==> config.mk <==
export PLATFORM = sky130hd
export DESIGN_NAME = sprite_entry_tile_expander
export DESIGN_NICKNAME = d
export VERILOG_FILES = /design/src/hdl/sete_pkg.sv /design/src/hdl/sprite_entry_tile_expander.sv /design/src/hdl/sete_front.sv /design/src/hdl/sete_queue.sv /design/src/hdl/sete_back.sv
export SDC_FILE = /design/constraint.sdc
export NUM_CORES = 1
export LEC_CHECK = 0
export BUFFER_PORTS_ARGS = -buffer_cell sky130_fd_sc_hd__clkbuf_2
export CORE_MARGIN = 2
export CORE_UTILIZATION = 30
export CTS_CLUSTER_DIAMETER = 40
export DETAILED_ROUTE_END_ITERATION = 6
export HOLD_SLACK_MARGIN = 0.08
export MAX_ROUTING_LAYER = met4
export PLACE_DENSITY = 0.45
export SYNTH_ARGS = -nofsm -noshare
export SYNTH_HDL_FRONTEND = slang
export SYNTH_SLANG_ARGS = --single-unit
==> constraint.sdc <==
create_clock -name i_clk -period 5.1 [get_ports i_clk]
set_input_delay 0.765 -clock i_clk [delete_from_list [all_inputs] [get_ports i_clk]]
set_output_delay 0.765 -clock i_clk [all_outputs]
set_load 0.05 [all_outputs]
==> src/hdl/sete_pkg.sv <==
// Shared types and constants for the sprite entry tile expander.
// No dependencies; used by every module under hdl/.
package sete_pkg;

    // Default depth of the entry queue between front and back
    localparam int SETE_QUEUE_DEPTH = 4;

    // Attribute byte bit positions
    localparam int ATTR_VISIBLE = 7;
    localparam int ATTR_SIZE_HI = 5;
    localparam int ATTR_SIZE_LO = 4;
    localparam int ATTR_XFLIP   = 3;
    localparam int ATTR_YFLIP   = 2;
    localparam int ATTR_XHIGH   = 1;
    localparam int ATTR_YHIGH   = 0;

    // Screen origin for inverted coordinates
    localparam logic [9:0] SCREEN_ORIGIN = 10'd240;
    // Step between neighboring tiles of one sprite
    localparam logic [9:0] TILE_STEP     = 10'd16;

    // Size codes from attribute bits 5-4
    typedef enum logic [1:0] {
        SIZE_1X1 = 2'd0,
        SIZE_1X2 = 2'd1,
        SIZE_2X1 = 2'd2,
        SIZE_2X2 = 2'd3
    } t_size;

    // One decoded, visible sprite entry
    typedef struct packed {
        logic [12:0]       base_code;
        logic [2:0]        color;
        logic              flip_x;
        logic              flip_y;
        logic signed [9:0] pos_x;
        logic signed [9:0] pos_y;
        t_size             size;
    } t_entry;

endpackage

==> src/hdl/sprite_entry_tile_expander.sv <==
// Top level of the sprite entry tile expander: front decode, entry queue, back end.
// Depends on sete_pkg, sete_front, sete_queue and sete_back.
//
//  Channel  | Direction | Handshake              | Payload
//  ---------+-----------+------------------------+-----------------------------------
//  entry    | in        | start high, busy low   | i_y_byte .. i_x_byte (5 x 8 bits)
//  command  | out       | o_strobe, one cycle    | o_tile_code .. o_last_tile
//  config   | in        | i_cfg_we               | i_cfg_wdata (variant select)
//
// An entry is taken every cycle while the queue has room; busy rises only when
// the queue is full. The back end emits one draw command per cycle, so an entry
// yields 1, 2 or 4 commands (set by its size bits); invisible entries yield none.
// With the back end idle, the first command reaches the outputs once the entry has
// passed the queue, entry hold and output registers; else it follows the entry ahead.
// Reset is synchronous, active low, and clears the queue, sequencer and variant
// register. The receiver cannot stall: every strobe is a delivered command.
module sprite_entry_tile_expander #(
    parameter int QUEUE_DEPTH = sete_pkg::SETE_QUEUE_DEPTH
) (
    input  logic              i_clk,
    input  logic              i_rst_n,
    input  logic              i_cfg_we,
    input  logic              i_cfg_wdata,
    input  logic              start,
    output logic              busy,
    input  logic [7:0]        i_y_byte,
    input  logic [7:0]        i_attr_byte,
    input  logic [7:0]        i_code_color_byte,
    input  logic [7:0]        i_code_low_byte,
    input  logic [7:0]        i_x_byte,
    output logic              o_strobe,
    output logic [13:0]       o_tile_code,
    output logic [2:0]        o_palette_color,
    output logic              o_flip_x,
    output logic              o_flip_y,
    output logic signed [9:0] o_screen_x,
    output logic signed [9:0] o_screen_y,
    output logic              o_last_tile
);
    import sete_pkg::*;

    logic   push;
    logic   pop;
    logic   q_empty;
    logic   q_full;
    t_entry front_entry;
    t_entry q_entry;

    assign busy = q_full;

    // Accept and decode
    sete_front u_front (
        .i_clk             (i_clk),
        .i_rst_n           (i_rst_n),
        .i_cfg_we          (i_cfg_we),
        .i_cfg_wdata       (i_cfg_wdata),
        .i_accept          (start & ~q_full),
        .i_y_byte          (i_y_byte),
        .i_attr_byte       (i_attr_byte),
        .i_code_color_byte (i_code_color_byte),
        .i_code_low_byte   (i_code_low_byte),
        .i_x_byte          (i_x_byte),
        .o_push            (push),
        .o_entry           (front_entry)
    );

    // Decoded entry queue
    sete_queue #(
        .DEPTH (QUEUE_DEPTH)
    ) u_queue (
        .i_clk   (i_clk),
        .i_rst_n (i_rst_n),
        .i_push  (push),
        .i_entry (front_entry),
        .i_pop   (pop),
        .o_entry (q_entry),
        .o_empty (q_empty),
        .o_full  (q_full)
    );

    // Tile command generation
    sete_back u_back (
        .i_clk           (i_clk),
        .i_rst_n         (i_rst_n),
        .i_q_empty       (q_empty),
        .i_q_entry       (q_entry),
        .o_q_pop         (pop),
        .o_strobe        (o_strobe),
        .o_tile_code     (o_tile_code),
        .o_palette_color (o_palette_color),
        .o_flip_x        (o_flip_x),
        .o_flip_y        (o_flip_y),
        .o_screen_x      (o_screen_x),
        .o_screen_y      (o_screen_y),
        .o_last_tile     (o_last_tile)
    );

endmodule

==> src/hdl/sete_front.sv <==
// Front end: holds the variant register, decodes one sprite entry per cycle while i_accept is high.
// Depends on sete_pkg; feeds sete_queue.
module sete_front (
    input  logic            i_clk,
    input  logic            i_rst_n,
    input  logic            i_cfg_we,
    input  logic            i_cfg_wdata,
    input  logic            i_accept,
    input  logic [7:0]      i_y_byte,
    input  logic [7:0]      i_attr_byte,
    input  logic [7:0]      i_code_color_byte,
    input  logic [7:0]      i_code_low_byte,
    input  logic [7:0]      i_x_byte,
    output logic            o_push,
    output sete_pkg::t_entry o_entry
);
    import sete_pkg::*;

    logic r_variant_two;
    logic n_variant_two;

    // Variant register
    always_comb begin
        n_variant_two = r_variant_two;
        if (i_cfg_we) begin
            n_variant_two = i_cfg_wdata;
        end
    end

    always_ff @(posedge i_clk) begin
        if (!i_rst_n) begin
            r_variant_two <= 1'b0;
        end else begin
            r_variant_two <= n_variant_two;
        end
    end

    // Invisible entries are dropped here
    assign o_push = i_accept & i_attr_byte[ATTR_VISIBLE];

    // Field decode
    always_comb begin
        if (r_variant_two) begin
            o_entry.color     = i_code_color_byte[7:5];
            o_entry.base_code = {i_code_color_byte[4:0], i_code_low_byte};
        end else begin
            o_entry.color     = i_code_color_byte[6:4];
            o_entry.base_code = {1'b0, i_code_color_byte[3:0], i_code_low_byte};
        end
        o_entry.flip_x = i_attr_byte[ATTR_XFLIP];
        o_entry.flip_y = i_attr_byte[ATTR_YFLIP];
        o_entry.size   = t_size'(i_attr_byte[ATTR_SIZE_HI:ATTR_SIZE_LO]);
        // 240 - byte, plus 256 from the high bit
        o_entry.pos_x  = SCREEN_ORIGIN - {2'b00, i_x_byte}
                         + {1'b0, i_attr_byte[ATTR_XHIGH], 8'h00};
        o_entry.pos_y  = SCREEN_ORIGIN - {2'b00, i_y_byte}
                         + {1'b0, i_attr_byte[ATTR_YHIGH], 8'h00};
    end

endmodule

==> src/hdl/sete_queue.sv <==
// Small FIFO of decoded entries between front and back.
// Depends on sete_pkg for the entry type.
module sete_queue #(
    parameter int DEPTH = sete_pkg::SETE_QUEUE_DEPTH
) (
    input  logic             i_clk,
    input  logic             i_rst_n,
    input  logic             i_push,
    input  sete_pkg::t_entry i_entry,
    input  logic             i_pop,
    output sete_pkg::t_entry o_entry,
    output logic             o_empty,
    output logic             o_full
);
    import sete_pkg::*;

    localparam int AW = (DEPTH > 1) ? $clog2(DEPTH) : 1;
    localparam int CW = $clog2(DEPTH + 1);

    t_entry         r_mem [DEPTH];
    logic [AW-1:0]  r_wr_ptr;
    logic [AW-1:0]  r_rd_ptr;
    logic [CW-1:0]  r_count;
    logic [AW-1:0]  n_wr_ptr;
    logic [AW-1:0]  n_rd_ptr;
    logic [CW-1:0]  n_count;
    logic           do_push;
    logic           do_pop;

    assign o_empty = (r_count == '0);
    assign o_full  = (r_count == CW'(DEPTH));
    assign do_push = i_push & ~o_full;
    assign do_pop  = i_pop & ~o_empty;
    assign o_entry = r_mem[r_rd_ptr];

    // Pointer and count update
    always_comb begin
        n_wr_ptr = r_wr_ptr;
        n_rd_ptr = r_rd_ptr;
        n_count  = r_count;
        if (do_push) begin
            n_wr_ptr = (r_wr_ptr == AW'(DEPTH - 1)) ? '0 : r_wr_ptr + 1'b1;
        end
        if (do_pop) begin
            n_rd_ptr = (r_rd_ptr == AW'(DEPTH - 1)) ? '0 : r_rd_ptr + 1'b1;
        end
        if (do_push && !do_pop) begin
            n_count = r_count + 1'b1;
        end else if (do_pop && !do_push) begin
            n_count = r_count - 1'b1;
        end
    end

    always_ff @(posedge i_clk) begin
        if (!i_rst_n) begin
            r_wr_ptr <= '0;
            r_rd_ptr <= '0;
            r_count  <= '0;
        end else begin
            r_wr_ptr <= n_wr_ptr;
            r_rd_ptr <= n_rd_ptr;
            r_count  <= n_count;
        end
    end

    // Storage, no reset
    always_ff @(posedge i_clk) begin
        if (do_push) begin
            r_mem[r_wr_ptr] <= i_entry;
        end
    end

endmodule

==> src/hdl/sete_back.sv <==
// Back end: walks the tiles of one entry, one draw command per cycle.
// Depends on sete_pkg; pulls entries from sete_queue.
module sete_back (
    input  logic              i_clk,
    input  logic              i_rst_n,
    input  logic              i_q_empty,
    input  sete_pkg::t_entry  i_q_entry,
    output logic              o_q_pop,
    output logic              o_strobe,
    output logic [13:0]       o_tile_code,
    output logic [2:0]        o_palette_color,
    output logic              o_flip_x,
    output logic              o_flip_y,
    output logic signed [9:0] o_screen_x,
    output logic signed [9:0] o_screen_y,
    output logic              o_last_tile
);
    import sete_pkg::*;

    t_entry            r_ent;
    logic              r_active;
    logic [1:0]        r_k;
    logic              n_active;
    logic [1:0]        n_k;

    logic [1:0]        tile_ofs;
    logic [1:0]        last_k;
    logic              is_last;
    logic              load;

    logic              r_strobe;
    logic [13:0]       r_tile_code;
    logic [2:0]        r_color;
    logic              r_flip_x;
    logic              r_flip_y;
    logic signed [9:0] r_screen_x;
    logic signed [9:0] r_screen_y;
    logic              r_last;

    // Tile offset and last index for the current size
    always_comb begin
        unique case (r_ent.size)
            SIZE_1X1: begin
                tile_ofs = 2'd0;
                last_k   = 2'd0;
            end
            SIZE_1X2: begin
                tile_ofs = r_k;
                last_k   = 2'd1;
            end
            SIZE_2X1: begin
                tile_ofs = {r_k[0], 1'b0};
                last_k   = 2'd1;
            end
            default: begin
                tile_ofs = r_k;
                last_k   = 2'd3;
            end
        endcase
    end

    assign is_last = r_active & (r_k == last_k);
    assign load    = ~r_active | is_last;
    assign o_q_pop = load & ~i_q_empty;

    // Sequencer: load next entry or step the tile index
    always_comb begin
        n_active = r_active;
        n_k      = r_k;
        if (load) begin
            n_active = ~i_q_empty;
            n_k      = 2'd0;
        end else begin
            n_k      = r_k + 2'd1;
        end
    end

    always_ff @(posedge i_clk) begin
        if (!i_rst_n) begin
            r_active <= 1'b0;
            r_k      <= 2'd0;
            r_strobe <= 1'b0;
        end else begin
            r_active <= n_active;
            r_k      <= n_k;
            r_strobe <= r_active;
        end
    end

    // Entry hold and output registers
    always_ff @(posedge i_clk) begin
        if (o_q_pop) begin
            r_ent <= i_q_entry;
        end
        r_tile_code <= {1'b0, r_ent.base_code} + {12'd0, tile_ofs};
        r_color     <= r_ent.color;
        r_flip_x    <= r_ent.flip_x;
        r_flip_y    <= r_ent.flip_y;
        r_screen_x  <= (r_ent.size[1] & ~tile_ofs[1]) ? r_ent.pos_x - TILE_STEP
                                                      : r_ent.pos_x;
        r_screen_y  <= (r_ent.size[0] & ~tile_ofs[0]) ? r_ent.pos_y - TILE_STEP
                                                      : r_ent.pos_y;
        r_last      <= is_last;
    end

    assign o_strobe        = r_strobe;
    assign o_tile_code     = r_tile_code;
    assign o_palette_color = r_color;
    assign o_flip_x        = r_flip_x;
    assign o_flip_y        = r_flip_y;
    assign o_screen_x      = r_screen_x;
    assign o_screen_y      = r_screen_y;
    assign o_last_tile     = r_last;

endmodule
Yosys cells after proc, flatten, opt, wreduce, memory -nomap -nowiden --
Memory sizes are Yosys's and may differ from the RTL's. A register that Yosys moved wholly into a read port is not among the register bits. Cells that the tools add are included.
Word-level totals: word-level logic and storage cells 68, output and inout bits 42, memories kept 1, bits in writable memories 160, flip-flop bits (word level) 52, input bits 45
Memory list:
- u_queue.r_mem | depth 4, width 40, read ports 1, clocked after Yosys merged registers in 1, write ports 1, line sete_queue.sv:20 | t_entry r_mem [DEPTH];
Operators by class: eq/ne operators 6, add/subtract/negate cells 12, bitwise gates (word level) 15, reductions and logical operators 9, muxes and demuxes 11
Operators with widths (count):
- $add A10 B9 Y10 | 2
- $mux W10 | 2
- $sub A10 B5 Y10 const B | 2
- $sub A8 B8 Y9 const A | 2
- $mux W16 | 1
- $add A13 B2 Y14 | 1
- $and A1 B1 Y1 | 8
- $pmux W2 S2 | 2
- $add A2 B1 Y2 const B | 3
- $eq A2 B2 Y1 const B | 3
- $mux W3 | 2
- $not A1 Y1 | 6
- $mux W2 | 2
- $reduce_or A2 Y1 | 2
- $add A3 B1 Y3 const B | 1
- $eq A3 B3 Y1 const B | 1
- $logic_not A3 Y1 | 1
- $sub A3 B1 Y3 const B | 1
- $eq A2 B1 Y1 const B | 1
- $eq A2 B2 Y1 | 1
- $logic_and A1 B1 Y1 | 2
- $logic_not A1 Y1 | 2
- $logic_not A2 Y1 | 1
- $mux W1 | 2
- other kinds (2) | 2

Longest topological paths before layout --
depth after elaboration 11, mapped depth 10, depth with buffers taken out 10

Modules after synthesis --
Synthesis repeated with hierarchy kept, for this count alone.
Second synthesis, totals: cells, all modules 505, area, all modules 9603.0 µm²
Modules (own cells, without submodules):
- sete_queue | area each 6297.3 µm², cells each 260, times used 1
- sete_back | area each 2788.9 µm², cells each 177, times used 1
- sete_front | area each 503.0 µm², cells each 67, times used 1
- sprite_entry_tile_expander | area each 13.8 µm², cells each 1, times used 1

Least setup slack after synthesis --
No wires, ideal clock.
path type reg2reg, start register u_back.r_ent[0] (netlist name), end register u_back.r_ent[0] (netlist name), required time 4.649 ns, cell stages (with the launch flop) 5, slack 1.679 ns, data arrival time 2.970 ns, path buffers 0, clock period less this slack 3.421 ns, cell sequence edfxtp_1 nor4_2 a21o_1 nor2_1 a21oi_1
Between the ends: longest elaborated chain between the ends 7
RTL lines:
- $eq A2 B1 Y1 or $eq A2 B2 Y1 (tied branches) | line sete_back.sv:42 | unique case (r_ent.size)
- $reduce_or A2 Y1 (no source line)
- $pmux W2 S2 * | line sete_back.sv:42
- $eq A2 B2 Y1 * | line sete_back.sv:62 | assign is_last = r_active & (r_k == last_k);
- $and A1 B1 Y1 * | line sete_back.sv:62
- $or A1 B1 Y1 * | line sete_back.sv:63 | assign load = ~r_active | is_last;
- $and A1 B1 Y1 * | line sete_back.sv:64 | assign o_q_pop = load & ~i_q_empty;
- via pop | line sprite_entry_tile_expander.sv:43 | logic pop;
The timed path passes the listed nets; every way through them passes the cells marked *. A chain may end at the register's enable or synchronous reset.

Worst setup path after layout --
start register u_back.r_ent[0] (netlist name), end register u_queue.r_count[2]
Between the ends: longest elaborated chain between the ends 11
RTL lines:
- $eq A2 B1 Y1 or $eq A2 B2 Y1 (tied branches) | line sete_back.sv:42
- $reduce_or A2 Y1 (no source line)
- $pmux W2 S2 * | line sete_back.sv:42
- $eq A2 B2 Y1 * | line sete_back.sv:62
- $and A1 B1 Y1 * | line sete_back.sv:62
- $or A1 B1 Y1 * | line sete_back.sv:63
- $and A1 B1 Y1 * | line sete_back.sv:64
- $and A1 B1 Y1 * | line sete_queue.sv:33 | assign do_pop = i_pop & ~o_empty;
- $logic_not A1 Y1 | line sete_queue.sv:47 | if (do_push && !do_pop) begin
- $logic_and A1 B1 Y1 | line sete_queue.sv:47
- $mux W3 or $reduce_bool A2 Y1 (tied branches)
- end signal, assigned | line sete_queue.sv:62 | r_count <= n_count;
- end, declared | line sete_queue.sv:23 | logic [CW-1:0] r_count;
Every way passes the cells marked *; elsewhere a longest branch is shown, timed or not.

==> summary.txt <==
Status
  • Outcome: completed

Critical path
  • Critical Path Sink: u_queue.r_count[2]
  • CP Data Required Time: 5.52 ns
  • Worst Setup Start Kind: register
  • Reg2reg end: u_queue.r_count[2]
  • Kind of critical path: register to register
  • Register-to-Register Path Depth: 10
  • Crit path from: u_back.r_ent[0]
  • R2R Setup Slk: 2.41 ns
  • WP data arrival: 3.11 ns
  • RR Startpoint: u_back.r_ent[0]
  • CP max FO: 6
  • Worst setup EP type: register

Synthesis
  • Synth Instances: 483
  • Compound-cell area share of the yosys netlist: 1.240%
  • Synthesized area per cell: 19.22 µm²
  • Cell variety after synth: 42
  • Yosys top cell by area: edfxtp_1
  • Post-synth ARST share: 0%
  • Simple-gate share of the synthesized area: 5.148%
  • Yosys Warn Count: 0
  • Adder-Cell Fraction of Synth Area: 2.318%
  • Mux cell area share after synthesis: 10.50%
  • Ys flop type: edfxtp_1
  • Synth area leaders: edfxtp_1, dfxtp_1, mux4_2, ha_1, xnor2_1
  • Synth top area share: 64.69%
  • Synthesized cell area: 9284 µm²
  • Largest family of logic cells by synthesized area: multiplexers
  • Post-synthesis xor/xnor area fraction: 3.491%
  • Number of synthesized flops with an enable pin: 200
  • Register area share after synthesis: 75.90%
  • Syn nets: 544
  • Seq cells post-synth: 252

Timing
  • Fin crit share: 52.71%
  • TNS Setup: 0 ns
  • Final setup vio count: 0
  • Slew headroom: 34.33%
  • Tmin final: 2.688 ns
  • Worst-margin pin slew: 0.9828 ns
  • Max Fclk: 372.0 MHz
  • Clock skew: 0.02562 ns
  • RSZ-0062 raised after global routing: false
  • Hold slack final: 0.3433 ns
  • Final Hold Viols: 0
  • Max-slew violations: 0

Clocking
  • Postcts setup bufs: 0
  • Root Driver: clkbuf_16
  • CTS resizes: 0
  • Hold_buf cts: 0
  • Max clock buf depth: 3
  • Num CTS Buffers: 38
  • Clock slew at reported path FFs: 0.06 ns
  • TritonCTS clock tree: yes
  • Later-pin clock latency in the skew report: 0.51 ns
  • Max H-tree Level: 2
  • Clk sinks: 252

Drt
  • Residual DRC: 0
  • Vias per cell: 4.417
  • Routed vias: 4,554
  • 1st-iter DRT viols: 304
  • First drt pass iteration count: 4
  • Metal2 WL: 9137 µm
  • Average routed wire per standard cell: 17.38 µm
  • Top sig layer: met4
  • Post-route ant nets: 0
  • M1 WL: 7550 µm
  • Met3 WL post-DR: 849 µm
  • Final wirelength: 17,920 µm

Global routing
  • GRT Residual Overflow: 0
  • Largest net degree at the start of global routing: 46
  • Total GRT Usage: 11.52%
  • First-pass GRT wire length: 27,950 µm
  • Vias in the first global route: 4,975
  • Initial antenna violation count: 1

Power
  • Cell Int Power: 0.004869 W
  • Sw Pwr: 0.002312 W
  • Tot Pwr: 0.007181 W
  • Clock group share of total power: 35.7%
  • Pwr/cell area: 623.7 nW/µm²
  • Logic gate share of total power: 21.7%
  • Peak VDD IR: 0.0001949 V
  • Static leakage: 4.102 nW
  • Seq pwr share: 42.5%
  • Sw Share: 32.19%

Floorplanning
  • Die H: 179.9 µm
  • Starting Density: 30.43%
  • Num ports: 87
  • Num rows: 64
  • Core area: 30,510 µm²
  • Die Footprint: 32,370 µm²
  • Die width: 179.9 µm

Hold path
  • Worst Hold Class: register to register
  • Min-delay src: u_back.r_ent[26]

Finish
  • Area growth from synthesis to layout: 24.02%
  • Fin nets: 665
  • Register Area: 7052 µm²
  • Post-layout util: 37.74%
  • Share of cells above drive strength 1: 33.91%
  • Most frequent cells in the layout: edfxtp_1, clkbuf_2, dfxtp_1, clkbuf_16, mux4_2
  • Layout fillers: 2,798
  • Commonest non-fill, non-tap cell in the layout: edfxtp_1
  • Area of the multi-input gates: 2123 µm²

Placed design
  • IO buf count: 85
  • Routability cong.: 0.6760
  • HPWL after DPL: 10,710 µm

Run
  • Maxcap violations: 0
## logic make-up (layout without fill, tap and decap cells)
kind of cell,Yosys count,after routing
AOI/OAI and AO/OA,18,18
xor gates and xnor gates,37,37
adders and majority gates,16,16
buffers and inverters,30,181
DFF,252,252
muxes,47,47
other,0,1
and+or+nand+nor,83,83
## worst min path at each step
stage	cells past startpoint	slack [ns]	to
after floorplan	0	0.32	u_back.o_flip_x
after global placement	0	0.33	u_back.o_screen_x[3]
after detailed placement	0	0.33	u_back.o_palette_color[2]
after CTS	0	0.34	u_back.o_palette_color[2]
after global routing	0	0.35	u_back.o_palette_color[2]
final	0	0.34	u_back.o_palette_color[2]
## state kept, by name (all words and copies together), names as in the netlist, 2 cells and up
signal,flops
u_back.o_palette_color,3
u_back.o_screen_x,10
u_back.o_screen_y,10
u_back.o_tile_code,14
u_back.r_ent,40
u_back.r_k,2
u_queue.r_count,3
u_queue.r_mem,160
u_queue.r_rd_ptr,2
u_queue.r_wr_ptr,2
## Yosys cell counts, types with 4 or more instances
cell type  instances
clkbuf_1           4
ha_1              14
inv_1             19
mux4_2            40
buf_4              4
mux2i_1            4
o21ai_0            5
xnor2_1           19
nand2_1           18
and2_1             7
nor3_1             7
nor2_1            15
and3_1             7
edfxtp_1         200
xor2_1            18
nor4_2             4
nand3_1            8
dfxtp_1           52
## area by class of cell
class / count / share of cell area (%)
Sequential cell: 252 / 61.25
Clock inverter: 27 / 2.271
Clock buffer: 43 / 8.976
Inverter: 20 / 0.6520
Tap cell: 396 / 4.303
Antenna cell: 1 / 0.02173
Multi-Input combinational cell: 201 / 18.44
Timing Repair Buffer: 91 / 4.086
## metrics by stage
step                      setup WS [ns]  instance area (µm²)  std cells
after global placement            2.377                10220        960
after floorplan                   1.679                 9284        483
after global routing              2.172                11510       1031
after detailed placement          2.360                10220        960
after CTS                         2.343                11510       1030
final                             2.412                11510       1031
## power groups by stage
| stage | Sequential (W) | Clock [W] | Combinational (W) |
|---|---|---|---|
| finish | 0.00305 | 0.00257 | 0.00156 |
| global route | 0.00312 | 0.00274 | 0.00168 |
| CTS | 0.00307 | 0.00265 | 0.00160 |
| detailed placement | 0.00310 | 0 | 0.00159 |
| global placement | 0.00309 | 0 | 0.00157 |
| floorplan | 0.00353 | 0 | 0.000694 |
## critical path: stages, from the launching register on
cell and delay (ns):
edfxtp_1 0.49, and2_1 0.23, a21o_1 0.20, nor2_1 0.28, a21o_1 0.19, ha_1 0.18, inv_1 0.06, fa_1 0.37
xor2_1 0.16, or3_1 0.30, a21oi_1 0.16
## layer usage
metal / GRT usage (%) / up-vias
met2: 19.49 / 100
met1: 13.28 / 2285
met3: 2.897 / 33
met5: - / -
met4: 4.163 / 0
li1: - / 2136
No activity file was read; power rests on OpenSTA's default activity.
